===== src/design/spc_pkg.sv =====
package spc_pkg;

  localparam int REQ_W   = 2;
  localparam int KEY_W   = 32;
  localparam int VAL_W   = 16;
  localparam int STAT_W  = 2;
  localparam int CORR_W  = 16;
  localparam int NOUT_W  = 9;
  localparam int LOHI_W  = 15;
  localparam int ODD_W   = 16;
  localparam int OSQ_W   = 32;

  localparam logic [REQ_W-1:0] REQ_LOAD_FIRST  = 2'd0;
  localparam logic [REQ_W-1:0] REQ_LOAD_SECOND = 2'd1;
  localparam logic [REQ_W-1:0] REQ_COMPUTE     = 2'd2;
  localparam logic [REQ_W-1:0] REQ_UNUSED      = 2'd3;

  localparam logic [STAT_W-1:0] STAT_OK    = 2'd0;
  localparam logic [STAT_W-1:0] STAT_ORDER = 2'd1;
  localparam logic [STAT_W-1:0] STAT_FULL  = 2'd2;

  // Q1.14 full scale
  localparam logic [LOHI_W-1:0] CORR_ONE = 15'd16384;

  typedef enum logic [3:0] {
    OP_N_SXY  = 4'd0,
    OP_SX_SY  = 4'd1,
    OP_N_SXX  = 4'd2,
    OP_SX_SX  = 4'd3,
    OP_N_SYY  = 4'd4,
    OP_SY_SY  = 4'd5,
    OP_DXDY   = 4'd6,
    OP_RHS    = 4'd7,
    OP_ODD    = 4'd8,
    OP_LHS    = 4'd9
  } mul_op_t;

  typedef struct packed {
    logic    idle;
    logic    walk_acc;
    logic    walk_cmp;
    logic    mul_start;
    mul_op_t mul_op;
    logic    res_push;
  } cmd_t;

  typedef struct packed {
    logic walk_more;
    logic mul_done;
    logic srch_more;
    logic zero_den;
  } sts_t;

  typedef struct packed {
    logic [STAT_W-1:0]        status;
    logic signed [CORR_W-1:0] correlation;
    logic [NOUT_W-1:0]        common_count;
  } res_t;

endpackage


===== src/design/spc_ctrl.sv =====
module spc_ctrl (
  input  logic          clk,
  input  logic          rst_n,
  input  logic          in_acc,
  input  logic          in_compute,
  input  spc_pkg::sts_t sts,
  output spc_pkg::cmd_t cmd
);
  import spc_pkg::*;

  typedef enum logic [7:0] {
    S_IDLE   = 8'b0000_0001,
    S_WCHK   = 8'b0000_0010,
    S_WCMP   = 8'b0000_0100,
    S_MSTART = 8'b0000_1000,
    S_MWAIT  = 8'b0001_0000,
    S_ZCHK   = 8'b0010_0000,
    S_SCHK   = 8'b0100_0000,
    S_PUSH   = 8'b1000_0000
  } state_t;

  state_t  state_r, state_nxt;
  mul_op_t op_r, op_nxt;

  always_comb begin
    state_nxt = state_r;
    op_nxt    = op_r;
    cmd       = '0;
    cmd.mul_op = op_r;
    case (state_r)
      S_IDLE: begin
        cmd.idle = 1'b1;
        if (in_acc && in_compute) state_nxt = S_WCHK;
      end
      S_WCHK: begin
        cmd.walk_acc = 1'b1;
        if (sts.walk_more) begin
          state_nxt = S_WCMP;
        end else begin
          op_nxt    = OP_N_SXY;
          state_nxt = S_MSTART;
        end
      end
      S_WCMP: begin
        cmd.walk_cmp = 1'b1;
        state_nxt    = S_WCHK;
      end
      S_MSTART: begin
        cmd.mul_start = 1'b1;
        state_nxt     = S_MWAIT;
      end
      S_MWAIT: begin
        if (sts.mul_done) begin
          state_nxt = S_MSTART;
          case (op_r)
            OP_N_SXY: op_nxt = OP_SX_SY;
            OP_SX_SY: op_nxt = OP_N_SXX;
            OP_N_SXX: op_nxt = OP_SX_SX;
            OP_SX_SX: op_nxt = OP_N_SYY;
            OP_N_SYY: op_nxt = OP_SY_SY;
            OP_SY_SY: state_nxt = S_ZCHK;
            OP_DXDY:  op_nxt = OP_RHS;
            OP_RHS:   state_nxt = S_SCHK;
            OP_ODD:   op_nxt = OP_LHS;
            OP_LHS:   state_nxt = S_SCHK;
            default:  state_nxt = S_PUSH;
          endcase
        end
      end
      S_ZCHK: begin
        if (sts.zero_den) begin
          state_nxt = S_PUSH;
        end else begin
          op_nxt    = OP_DXDY;
          state_nxt = S_MSTART;
        end
      end
      S_SCHK: begin
        if (sts.srch_more) begin
          op_nxt    = OP_ODD;
          state_nxt = S_MSTART;
        end else begin
          state_nxt = S_PUSH;
        end
      end
      S_PUSH: begin
        cmd.res_push = 1'b1;
        state_nxt    = S_IDLE;
      end
      default: state_nxt = S_IDLE;
    endcase
  end

  always_ff @(posedge clk) begin
    if (!rst_n) begin
      state_r <= S_IDLE;
      op_r    <= OP_N_SXY;
    end else begin
      state_r <= state_nxt;
      op_r    <= op_nxt;
    end
  end

endmodule


===== config.mk =====
export PLATFORM = sky130hd
export DESIGN_NAME = spc_ctrl
export DESIGN_NICKNAME = d
export VERILOG_FILES = /design/src/design/spc_pkg.sv /design/src/design/spc_ctrl.sv
export SDC_FILE = /design/constraint.sdc
export NUM_CORES = 1
export LEC_CHECK = 0
export BUFFER_PORTS_ARGS = -buffer_cell sky130_fd_sc_hd__clkbuf_2
export CORE_UTILIZATION = 45
export CTS_CLUSTER_DIAMETER = 100
export CTS_CLUSTER_SIZE = 10
export DETAILED_ROUTE_END_ITERATION = 16
export GPL_TIMING_DRIVEN = 0
export PLACE_DENSITY = 0.79
export SYNTH_ARGS = -nofsm -noshare
export SYNTH_HDL_FRONTEND = slang
export SYNTH_SLANG_ARGS = --single-unit

===== constraint.sdc =====
create_clock -name clk -period 6 [get_ports clk]
set_clock_uncertainty 0.2 [all_clocks]
set_input_delay 0.6 -clock clk [delete_from_list [all_inputs] [get_ports clk]]
set_output_delay 0.6 -clock clk [all_outputs]
set_load 0.005 [all_outputs]

==> summary.txt <==
Clock network
  • Post-CTS Hold Buffers: 0
  • Cts bufs inserted: 3
  • CTS tree: built
  • Clock Latency Late Sink: 0.26 ns
  • Reg clk slew, reported paths: 0.07 ns
  • TritonCTS sink count: 12
  • Post-CTS sizing: 0
  • Post-CTS Setup Repair Bufs: 0
  • Htree depth: 1
  • CTS max path bufs: 2
  • CTS root buffer: clkbuf_4

Synth
  • Yosys warning count: 0
  • Most used standard cell by instance count after synthesis: nor2_1
  • Synth area leaders: dfxtp_1 31%, nor2_1 6.8%, o21ai_0 4.5%
  • Mapped Area: 772 um2
  • Synth cell types: 37
  • Post-synthesis net count: 103
  • Synth top cells by count: 14 x nor2_1, 12 x dfxtp_1, 8 x nand2_1
  • Post-synth top area share: 31.1%
  • Post-synth EDFFs: 0
  • Yosys reg bits: 12
  • Synth Instances: 95
  • Synth Flop Type: dfxtp_1
  • Synth area leader: dfxtp_1
  • Async set or reset register ratio after synthesis: 0%
  • Sequential area share after synthesis: 31.1%
  • Mapped Avg Cell Area: 8.13 um2

STA
  • Fmax: ~0.38 GHz
  • Final min period: about 2.6 ns
  • Worst Setup Slack, final: 3.39 ns
  • Tightest Pin Transition: 0.761 ns
  • Setup TNS: 0 ns
  • Slew headroom: 48.9%
  • Fin crit share: 43.6%
  • Final setup viols: 0
  • Max Slew Vio Count: 0
  • RSZ-0062 raised after global routing: no
  • Endpoints failing hold: 0

Power
  • Reg power frac: between 40% and 50%
  • Internal: 0.000135 W
  • Sw power: ~0.000064 W
  • Tot Pwr: 0.000199 W
  • Maximum vdd drop: 142 uV
  • Power Dens Cells: ~220 nW/um2
  • Cell leakage power: 0.338 nW
  • Clock power frac: 23.0%
  • Combinational cell fraction of total power: 31.3%
  • Net Sw Frac: approximately a third

Outcome
  • Failing checks: design-rule violations
  • Status: finished with violations

Drt
  • Vias per cell: a little over 6
  • DRC marker count from the first detailed-route iteration: 30
  • Post-DRT Antenna Nets: 0
  • Total Wirelength: 1.73 mm
  • Detailed-route via count: 784
  • WL/cell: 13.4 um
  • # DRC: 2
  • Total iterations of the first detailed-routing run: 10

Setup path
  • CP Cell Sequence: or4_1 > nor4b_1 > clkbuf_2
  • Worst path max stage delay: 0.63 ns
  • Buf/Inv on CP: 1
  • Peak fanout along the critical path: 6
  • Worst r2r src: state_r[7]
  • Critical path endpoint category: output pin
  • CP delay by family, top: simple AND/OR/NAND/NOR gates
  • Startpoint Class: register
  • Worst EP required: ~5.2 ns
  • Register-to-register setup slack: 3.75 ns
  • Crit path kind: register to output pin
  • Arrival time at the worst endpoint: about 1.8 ns
  • Reg2Reg Depth: 5
  • R2r endpoint: op_r[2]
  • Slowest CP cell: or4_1

Global route
  • Initial antenna violation count: 0
  • Global-route wire length before repair: 2.95 mm
  • Met2 Use GR: a little over a third
  • Remaining Overflow, GRT: 0
  • Met3 usage: 7.50%
  • GRT met1 Usage: 25.9%
  • Gr busiest metal: met2
  • Vias in the first global route: roughly 700
  • Gr usage total: 21.3%
  • Largest net degree at the start of global routing: 11

Cells and area
  • Final Instance Area: 890 um2
  • N_diodes: 0
  • Post-layout nets: 123
  • Layout fillers: 153
  • Area delta synth->final: 15.2%
  • Share of post-route cells with drive strength above 1: between 20% and 30%
  • Non-filler instance count after layout: 129

Placement
  • HPWL after DPL: 1.38 mm
  • Placement Cell Area: 867 um2
  • I/O Buffers: 15
  • Place WS: between 3 and 4 ns
  • # placed instances: 126
  • Final Wtd Congestion: between 0.8 and 0.9

Worst hold path
  • HP Start: sts[3]
  • Hold crit path type: input port to register
  • Hold depth: 3
  • Hold EP: state_r[2]

Floorplan
  • Core Area: between 1500 and 2000 um2
  • Die Area: 1890 um2
  • Row count: 14
  • I/O pins: 17
  • Starting Density: between 40% and 50%
  • Die X: 43.4 um
  • Die Y: 43.4 um

Job
  • Number of max-cap violations: 0
==> cells by family after synthesis <==
kind of cell | after synthesis | share of synthesized area, %
simple gates | 57 | 45.4
compound gates | 19 | 15.6
flops | 12 | 31.1
mux | 4 | 5.83
buf+inv | 3 | 2.11
==> cells in the final DEF, fill, tap and decap left out, types with 2 or more instances in the layout <==
cell,n
clkbuf_2,16
nor2_1,14
dfxtp_1,12
nand2_1,8
o21ai_0,7
nor3_1,5
nor2b_1,5
nor4b_1,3
nand3_1,3
a21oi_1,3
mux2i_1,3
clkbuf_4,3
and2b_1,2
and3_2,2
nor3b_1,2
nand4_1,2
o22ai_1,2
==> power groups by stage <==
stage	Sequential, W	Combinational [W]	Clock [W]
after floorplan	0.0000912	0.0000450	0
after global placement	0.0000923	0.0000604	0
after detailed placement	0.0000927	0.0000618	0
after CTS	0.0000908	0.0000619	0.0000483
after global routing	0.0000915	0.0000687	0.0000539
final	0.0000910	0.0000624	0.0000457
==> worst max path at each step <==
stage	start	to	depth (start not counted)
2_1_floorplan	state_r[4]	cmd[6]	2
3_3_place_gp	state_r[4]	cmd[6]	3
3_5_place_dp	state_r[4]	cmd[6]	3
4_1_cts	state_r[4]	cmd[6]	3
5_1_grt	state_r[7]	cmd[5]	4
6_report	state_r[4]	cmd[6]	3
==> worst register-to-register path: cells and delay by family, from the launching register on <==
| kind | cells | cell delay [ns] |
|---|---|---|
| simple gates | 2 | 0.45 |
| compound gates | 2 | 0.67 |
| mux | 1 | 0.33 |
| flops | 1 | 0.49 |
==> per-layer routing <==
layer | wire length (um) | vias to the layer above
met4 | 14 | 0
li1 | - | 388
met1 | 772 | 369
met3 | 98 | 2
met2 | 845 | 25
met5 | 0 | -
==> flip-flops by register name (all words and copies together), names as in the netlist <==
name     flops
state_r      8
op_r         4
==> through the flow <==
| stage | util [%] | hold slack, ns |
|---|---|---|
| after floorplan | - | 0.327 |
| after global placement | 55.6 | 0.348 |
| after detailed placement | 55.6 | 0.352 |
| after CTS | 57.1 | 0.344 |
| after global routing | 57.1 | 0.348 |
| final | 57.1 | 0.349 |
==> cell type report <==
type	instances	area [um2]	area share, %
clock buffers	3	22.5	2.53
multi-input cells	80	515	57.9
inverters	1	3.75	0.422
flip-flops and latches	12	240	27.0
plain buffers	2	12.5	1.41
well taps	16	20.0	2.25
repair buffers	15	75.1	8.44
No activity file was read; power rests on OpenSTA's default activity.
