[src/design/spc_pkg.sv]
package spc_pkg;

  localparam int REQ_W   = 2;
  localparam int KEY_W   = 32;
  localparam int VAL_W   = 16;
  localparam int STAT_W  = 2;
  localparam int CORR_W  = 16;
  localparam int NOUT_W  = 9;
  localparam int LOHI_W  = 15;
  localparam int ODD_W   = 16;
  localparam int OSQ_W   = 32;

  localparam logic [REQ_W-1:0] REQ_LOAD_FIRST  = 2'd0;
  localparam logic [REQ_W-1:0] REQ_LOAD_SECOND = 2'd1;
  localparam logic [REQ_W-1:0] REQ_COMPUTE     = 2'd2;
  localparam logic [REQ_W-1:0] REQ_UNUSED      = 2'd3;

  localparam logic [STAT_W-1:0] STAT_OK    = 2'd0;
  localparam logic [STAT_W-1:0] STAT_ORDER = 2'd1;
  localparam logic [STAT_W-1:0] STAT_FULL  = 2'd2;

  // Q1.14 full scale
  localparam logic [LOHI_W-1:0] CORR_ONE = 15'd16384;

  typedef enum logic [3:0] {
    OP_N_SXY  = 4'd0,
    OP_SX_SY  = 4'd1,
    OP_N_SXX  = 4'd2,
    OP_SX_SX  = 4'd3,
    OP_N_SYY  = 4'd4,
    OP_SY_SY  = 4'd5,
    OP_DXDY   = 4'd6,
    OP_RHS    = 4'd7,
    OP_ODD    = 4'd8,
    OP_LHS    = 4'd9
  } mul_op_t;

  typedef struct packed {
    logic    idle;
    logic    walk_acc;
    logic    walk_cmp;
    logic    mul_start;
    mul_op_t mul_op;
    logic    res_push;
  } cmd_t;

  typedef struct packed {
    logic walk_more;
    logic mul_done;
    logic srch_more;
    logic zero_den;
  } sts_t;

  typedef struct packed {
    logic [STAT_W-1:0]        status;
    logic signed [CORR_W-1:0] correlation;
    logic [NOUT_W-1:0]        common_count;
  } res_t;

endpackage

[src/design/spc_outq.sv]
module spc_outq (
  input  logic          clk,
  input  logic          rst_n,
  input  logic          push,
  input  spc_pkg::res_t push_data,
  input  logic          pop,
  output logic          q_valid,
  output spc_pkg::res_t q_data,
  output logic          room
);
  import spc_pkg::*;

  res_t       slot_r [2];
  logic       wp_r, rp_r;
  logic [1:0] cnt_r;
  logic       do_pop;

  assign q_valid = (cnt_r != 2'd0);
  assign q_data  = slot_r[rp_r];
  assign room    = (cnt_r != 2'd2);
  assign do_pop  = pop && q_valid;

  always_ff @(posedge clk) begin
    if (push) slot_r[wp_r] <= push_data;
  end

  always_ff @(posedge clk) begin
    if (!rst_n) begin
      wp_r  <= 1'b0;
      rp_r  <= 1'b0;
      cnt_r <= 2'd0;
    end else begin
      if (push) wp_r <= ~wp_r;
      if (do_pop) rp_r <= ~rp_r;
      cnt_r <= cnt_r + {1'b0, push} - {1'b0, do_pop};
    end
  end

  a_push_room: assert property (@(posedge clk) disable iff (!rst_n) push |-> room)
    else $error("result pushed into full queue");

endmodule

[config.mk]
export PLATFORM = sky130hd
export DESIGN_NAME = spc_outq
export DESIGN_NICKNAME = d
export VERILOG_FILES = /design/src/design/spc_pkg.sv /design/src/design/spc_outq.sv
export SDC_FILE = /design/constraint.sdc
export NUM_CORES = 1
export LEC_CHECK = 0
export ABC_CLOCK_PERIOD_IN_PS = 1830
export BUFFER_PORTS_ARGS = -buffer_cell sky130_fd_sc_hd__buf_2
export CORE_UTILIZATION = 35
export DETAILED_ROUTE_END_ITERATION = 8
export HOLD_SLACK_MARGIN = 0.15
export PLACE_DENSITY = 0.59
export SLEW_MARGIN = 40
export SYNTH_ARGS = -nofsm -noshare
export SYNTH_HDL_FRONTEND = slang
export SYNTH_SLANG_ARGS = --single-unit
[constraint.sdc]
create_clock -name clk -period 1.83 [get_ports clk]
set_input_delay 0.0915 -clock clk [delete_from_list [all_inputs] [get_ports clk]]
set_output_delay 0.0915 -clock clk [all_outputs]
set_load 0.05 [all_outputs]
==> results of run 1 <==
-- power groups by stage --
stage | clock network (mW) | registers (mW) | logic [mW]
2_1_floorplan | 0 | 1.64 | 1.11
3_3_place_gp | 0 | 1.64 | 1.27
3_5_place_dp | 0 | 1.65 | 1.31
4_1_cts | 1.13 | 1.62 | 1.37
5_1_grt | 1.18 | 1.63 | 1.42
6_report | 1.09 | 1.62 | 1.35
-- sequential cells by signal (all words and copies together), names as in the netlist, named ones only --
name	cells
wp_r	1
cnt_r	2
rp_r	1
slot_r	54
-- logic make-up after synthesis --
logic type               after synthesis  synth area share [%]
flip-flops                            59                 74.99
multiplexers                          29                 17.38
AND/OR/NAND/NOR                        9                 2.344
buffers and inverters                  5                 2.561
AO/OA/AOI/OAI                          2                0.6538
adder cells (fa/ha/maj)                2                 1.090
XOR/XNOR                               1                0.9809
-- area by class of cell --
type / count / area, sq um / area share, %
clock buffer: 10 / 127.6 / 4.014
clock inverter: 6 / 56.30 / 1.771
tap: 77 / 96.34 / 3.030
timing repair buffer: 96 / 650.6 / 20.46
sequential: 59 / 1723 / 54.19
multi-input combinational: 43 / 518.0 / 16.29
inverter: 2 / 7.507 / 0.2361
-- metal layers --
metal	track usage (%)	up-vias	part of all wire [%]
met2	20.79	44	50
li1	-	617	-
met1	13.97	629	43
met3	5.368	8	5.4
met4	5.643	0	1.6
met5	0	-	0
-- worst max path at each step --
stage	from	endpoint	slack, ns
2_1_floorplan	wp_r$_SDFFE_PN0P_	slot_r[0][0]$_DFFE_PP_	0.37
6_report	flip-flop	q_data[26]	0.15
3_5_place_dp	cnt_r[1]$_SDFF_PN0_	cnt_r[1]$_SDFF_PN0_	0.32
3_3_place_gp	cnt_r[1]$_SDFF_PN0_	cnt_r[1]$_SDFF_PN0_	0.46
5_1_grt	flip-flop	q_data[26]	0.08
4_1_cts	flip-flop	q_data[0]	0.11
-- worst max-delay path, delay by kind of cell (launching register included) --
family                 cells  cell delay [ns]
multiplexers               1             0.39
flip-flops                 1             0.32
buffers and inverters      2             0.53
-- per-stage QoR --
step	area (sq um)	util, %
floorplan	2298	-
global placement	2685	42.29
detailed placement	2685	42.29
CTS	3179	50.07
global route	3179	50.07
finish	3179	50.07
-- synthesized netlist by cell type (all sizes together) --
library cell  number  area share, %
nand2              2           0.33
and2               2           0.54
o21a               2           0.65
nor2b              3           0.93
inv                2           0.33
xnor3              1           0.98
dfxtp              5            4.4
mux2              27             17
or2                1           0.27
edfxtp            54             71
buf                3            2.2
ha                 2            1.1
mux2i              2           0.87
nand2b             1           0.27
-- timing repair --
action                    CTS  global route
hold endpoints to repair   59             0
resized for setup           0             0
hold buffers               31             0
-- placed cells by master (no fill, tap or decap) --
master | synthesis | final
and2_1 | 2 | 2
buf_2 | 0 | 59
buf_4 | 0 | 6
bufinv_16 | 0 | 1
clkbuf_1 | 0 | 1
clkbuf_8 | 0 | 9
clkinv_1 | 0 | 2
clkinv_2 | 0 | 2
clkinv_4 | 0 | 1
dfxtp_1 | 5 | 4
dfxtp_2 | 0 | 1
dlygate4sd3_1 | 0 | 31
edfxtp_1 | 54 | 54
ha_1 | 2 | 2
inv_1 | 2 | 2
mux2_2 | 7 | 7
mux2_4 | 20 | 20
mux2i_1 | 2 | 2
nand2_1 | 2 | 2
nand2b_1 | 1 | 1
nor2b_1 | 2 | 1
nor2b_2 | 1 | 2
o21a_1 | 2 | 2
or2_2 | 1 | 1
xnor3_1 | 1 | 1
==> impl_metrics.py, run 1 <==
metrics = {
    "status": {
        "outcome": "complete, no violations",
    },
    "floorplanning": {
        "dieArea_sq_um": 6887,
        "die_w_um": 82.99,
        "rows": 29,
        "fp.coreArea_sq_um": 6350,
        "ioPinCount": 60,
        "start_util_pct": 36.16,
        "chipHeight_um": 82.99,
    },
    "sta": {
        "skew_ns": 0.006470,
        "rsz0062_at_grt": "no",
        "worstMarginPinSlew_ns": 0.3442,
        "fin_crit_ns": 1.678,
        "fmax_ghz": 0.5959,
        "setup_violations": 0,
        "fin_ws_ns": 0.1519,
        "hold_viol": 0,
        "slew_headroom_pct": 77.06,
        "holdWs_ns": 0.4829,
        "final_max_slew_viol_count": 0,
        "min_period_over_period_pct": 91.70,
        "fin_tns_setup_ns": 0,
    },
    "layout": {
        "fin_cells": 293,
        "fillerInstances": 529,
        "nets": 244,
        "layout-drive-gt1-share_pct": 50.46,
        "num_antenna_cells": 0,
        "syn_to_final_growth_pct": 38.47,
    },
    "clock_tree": {
        "clkTransAtPathRegs_ns": 0.06,
        "cts_tree": "yes",
        "cts_root_buffer": "clkbuf_8",
        "post_cts_buffers": 0,
        "numCtsBuffers": 9,
        "htree_levels": 3,
        "cts_buffer_depth": 2,
        "clk_latency_ns": 0.33,
        "cts.sinks": 59,
    },
    "placement": {
        "dpl.cell_count": 246,
        "dp_hpwl_mm": 2.617,
        "pre_cts_ws_ns": 0.3204,
        "gp_congestion": 0.6694,
        "io_buffers": 59,
    },
    "detailed_routing": {
        "viasPerCell": 4.430,
        "drt_pre_antenna_iters": 3,
        "ant_nets": 0,
        "wl_per_cell_um": 13.57,
        "vias": 1298,
        "post-route-drc-count": 0,
        "drtIter0Drc": 62,
        "wl_mm": 3.976,
    },
    "power_and_ir_drop": {
        "leakage_nw": 1.279,
        "power.total_mw": 4.065,
        "combPwrFrac_pct": 33.3,
        "pwr_density_cell_nw_per_um2": 1279,
        "switching_share_pct": 33.66,
        "internal_power_mw": 2.697,
        "ir_drop_mv": 0.8312,
        "seqPwrFrac_pct": 39.9,
        "switchingPower_mw": 1.368,
        "clkPwrFrac_pct": 26.8,
    },
    "worst_setup_path": {
        "rrSetupSlack_ns": 0.32,
        "critPathSlowestCell": "mux2_2",
        "cp.arrival_ns": 1.59,
        "worstReg2RegStart": "cnt_r[1]$_SDFF_PN0_",
        "crit_type": "reg2out",
        "r2r_end": "cnt_r[1]$_SDFF_PN0_",
        "worstRegToRegCells": 6,
        "max_stage_delay_ns": 0.39,
        "critPathRequiredTime_ns": 1.74,
        "crit_fanout": 20,
        "worstPathCellList": "buf_4 -> mux2_2 -> buf_2",
        "end_kind": "output pin",
        "crit_path_start_kind": "flip-flop",
    },
    "grt": {
        "grt_pass1_wl_mm": 6.354,
        "antenna_found_initial": 0,
        "gr-total-overflow": 0,
        "grt_max_degree": 21,
        "grt_pass1_vias": 1346,
        "grtUsageTotal_pct": 12.53,
    },
    "synthesis": {
        "yosysSeqAreaShare_pct": 74.99,
        "synth_cell_types": 17,
        "syn_avg_cell_area_sq_um": 21.46,
        "synth_area_sq_um": 2296,
        "yosys_warnings": 0,
        "ys_ff_latch": 59,
        "syn_nets": 140,
        "netlist_instances": 107,
    },
    "run": {
        "maxCapViolCount": 0,
    },
    "hold_path": {
        "hold-path-endpoint": "slot_r[1][4]$_DFFE_PP_",
        "worstHoldPathCells": 2,
        "min_from": "push_data[4]",
        "hold_class": "in2reg",
    },
}
No activity file was read; power rests on OpenSTA's default activity.
==> run 2: changes to the inputs <==
- PLACE_DENSITY: 0.59 -> unset
==> run 2 against run 1 <==
First-iteration DRC count fell by 81%. Sequential share of layout area rose by 0.34 points. Highest routed layer unchanged. Power fell by 0.67%. Fmax rose by 6.4%. Combinational power barely moved. Sequential power barely moved. Clock power barely moved. Final area fell by 0.63%. Register-to-register slack improved by 0.04 ns. Critical path type unchanged. Wire length fell by 4.8%.
==> impl_metrics.py, run 2 (synthesis gave the netlist of run 1 again) <==
metrics = {
    "status": {
        "outcome": "complete, no violations",
    },
    "layout": {
        "syn_to_final_growth_pct": 37.60,
        "fin_util_pct": 49.75,
        "nets": 242,
        "layout-drive-gt1-share_pct": 51.40,
        "fin_area_sq_um": 3159,
        "regMostFlops": "slot_r",
        "most-common-layout-cells": "buf_2, edfxtp_1, dlygate4sd3_1",
        "num_antenna_cells": 0,
        "final_common_cell": "buf_2",
        "largest_reg_flops": 54,
        "largestRegisters": "slot_r (54), cnt_r (2)",
    },
    "sta": {
        "holdWs_ns": 0.1805,
        "hold_viol": 0,
        "fmax_ghz": 0.6343,
        "slew_headroom_pct": 79.88,
        "skew_ns": 0.004983,
        "fin_crit_ns": 1.576,
        "fin_tns_setup_ns": 0,
        "setup_violations": 0,
        "final_max_slew_viol_count": 0,
        "rsz0062_at_grt": "no",
        "worstMarginPinSlew_ns": 0.3018,
        "min_period_over_period_pct": 86.15,
    },
    "grt": {
        "grt_pass1_wl_mm": 6.168,
        "grtUsageTotal_pct": 12.03,
        "antenna_found_initial": 0,
        "grt_pass1_vias": 1376,
        "grt_max_degree": 16,
        "gr-total-overflow": 0,
    },
    "floorplanning": {
        "start_util_pct": 36.16,
        "rows": 29,
        "chipHeight_um": 82.99,
        "dieArea_sq_um": 6887,
        "ioPinCount": 60,
        "die_w_um": 82.99,
        "fp.coreArea_sq_um": 6350,
    },
    "worst_setup_path": {
        "crit_fanout": 15,
        "crit_type": "reg2out",
        "critPathRequiredTime_ns": 1.74,
        "cp.arrival_ns": 1.48,
        "worstRegToRegCells": 6,
        "end_kind": "output pin",
        "crit_path_start_kind": "flip-flop",
    },
    "clock_tree": {
        "cts_tree": "yes",
        "cts_buffer_depth": 2,
        "cts_root_buffer": "clkbuf_8",
        "cts.sinks": 59,
        "numCtsBuffers": 9,
        "htree_levels": 3,
        "clkTransAtPathRegs_ns": 0.06,
        "clk_latency_ns": 0.32,
        "cts_resized": 0,
    },
    "placement": {
        "io_buffers": 59,
        "placed_area_sq_um": 2685,
        "dp_hpwl_mm": 2.591,
        "gp_congestion": 0.6788,
    },
    "detailed_routing": {
        "viasPerCell": 4.320,
        "ant_nets": 0,
        "post-route-drc-count": 0,
        "drtIter0Drc": 12,
        "wl_mm": 3.787,
        "vias": 1257,
        "wl_per_cell_um": 13.01,
        "drt_pre_antenna_iters": 3,
    },
    "power_and_ir_drop": {
        "power.total_mw": 4.038,
        "pwr_density_cell_nw_per_um2": 1278,
        "leakage_nw": 1.269,
        "ir_drop_mv": 1.053,
    },
    "hold_path": {
        "worstHoldPathCells": 3,
        "hold_class": "in2reg",
    },
    "run": {
        "maxCapViolCount": 0,
    },
}
run 2: where the power goes:
| group | switching (mW) | internal [mW] |
|---|---|---|
| Combinational | 0.847 | 0.496 |
| Sequential | 0.0407 | 1.58 |
| Clock | 0.457 | 0.616 |
| Total | 1.34 | 2.69 |
run 2: stage by stage:
| step | std cells | worst slack (ns) |
|---|---|---|
| after global routing | 291 | 0.1891 |
| after detailed placement | 246 | 0.3497 |
| after global placement | 246 | 0.4689 |
| after CTS | 291 | 0.2257 |
| after floorplan | 107 | 0.3724 |
| final | 291 | 0.2535 |
run 2: area by class of cell:
type / instances / area (sq um)
Fill cell: 526 / 3191
Multi-Input combinational cell: 43 / 518.0
Timing Repair Buffer: 94 / 630.6
Clock inverter: 6 / 56.30
Inverter: 2 / 7.507
Sequential cell: 59 / 1723
Tap cell: 77 / 96.34
Clock buffer: 10 / 127.6
run 2: critical path: stages, from the launching register on:
cell and delay [ns]:
dfxtp_2 0.32, buf_4 0.29, mux2_4 0.34, buf_2 0.21
run 2: final timing paths:
| kind | from | to | slack [ns] |
|---|---|---|---|
| hold reg to reg | rp_r$_SDFFE_PN0P_ | rp_r$_SDFFE_PN0P_ | 0.51 |
| setup / recovery | flip-flop | q_data[21] | 0.25 |
| hold / removal | push | cnt_r[0]$_SDFF_PN0_ | 0.18 |
| setup reg to reg | cnt_r[1]$_SDFF_PN0_ | cnt_r[1]$_SDFF_PN0_ | 0.36 |
run 2: what timing repair did:
item	CTS	global route
hold buffers	29	0
buffers inserted	0	0
hold endpoints to repair	59	0
run 2: metal layers:
metal | track usage [%] | wire length, um | vias up | share of wire, %
met5 | 0 | 0 | - | 0
met4 | 6.426 | 80 | 0 | 2.1
met3 | 4.573 | 205 | 9 | 5.4
met2 | 20.42 | 1940 | 45 | 51
met1 | 12.96 | 1561 | 590 | 41
li1 | - | - | 613 | -
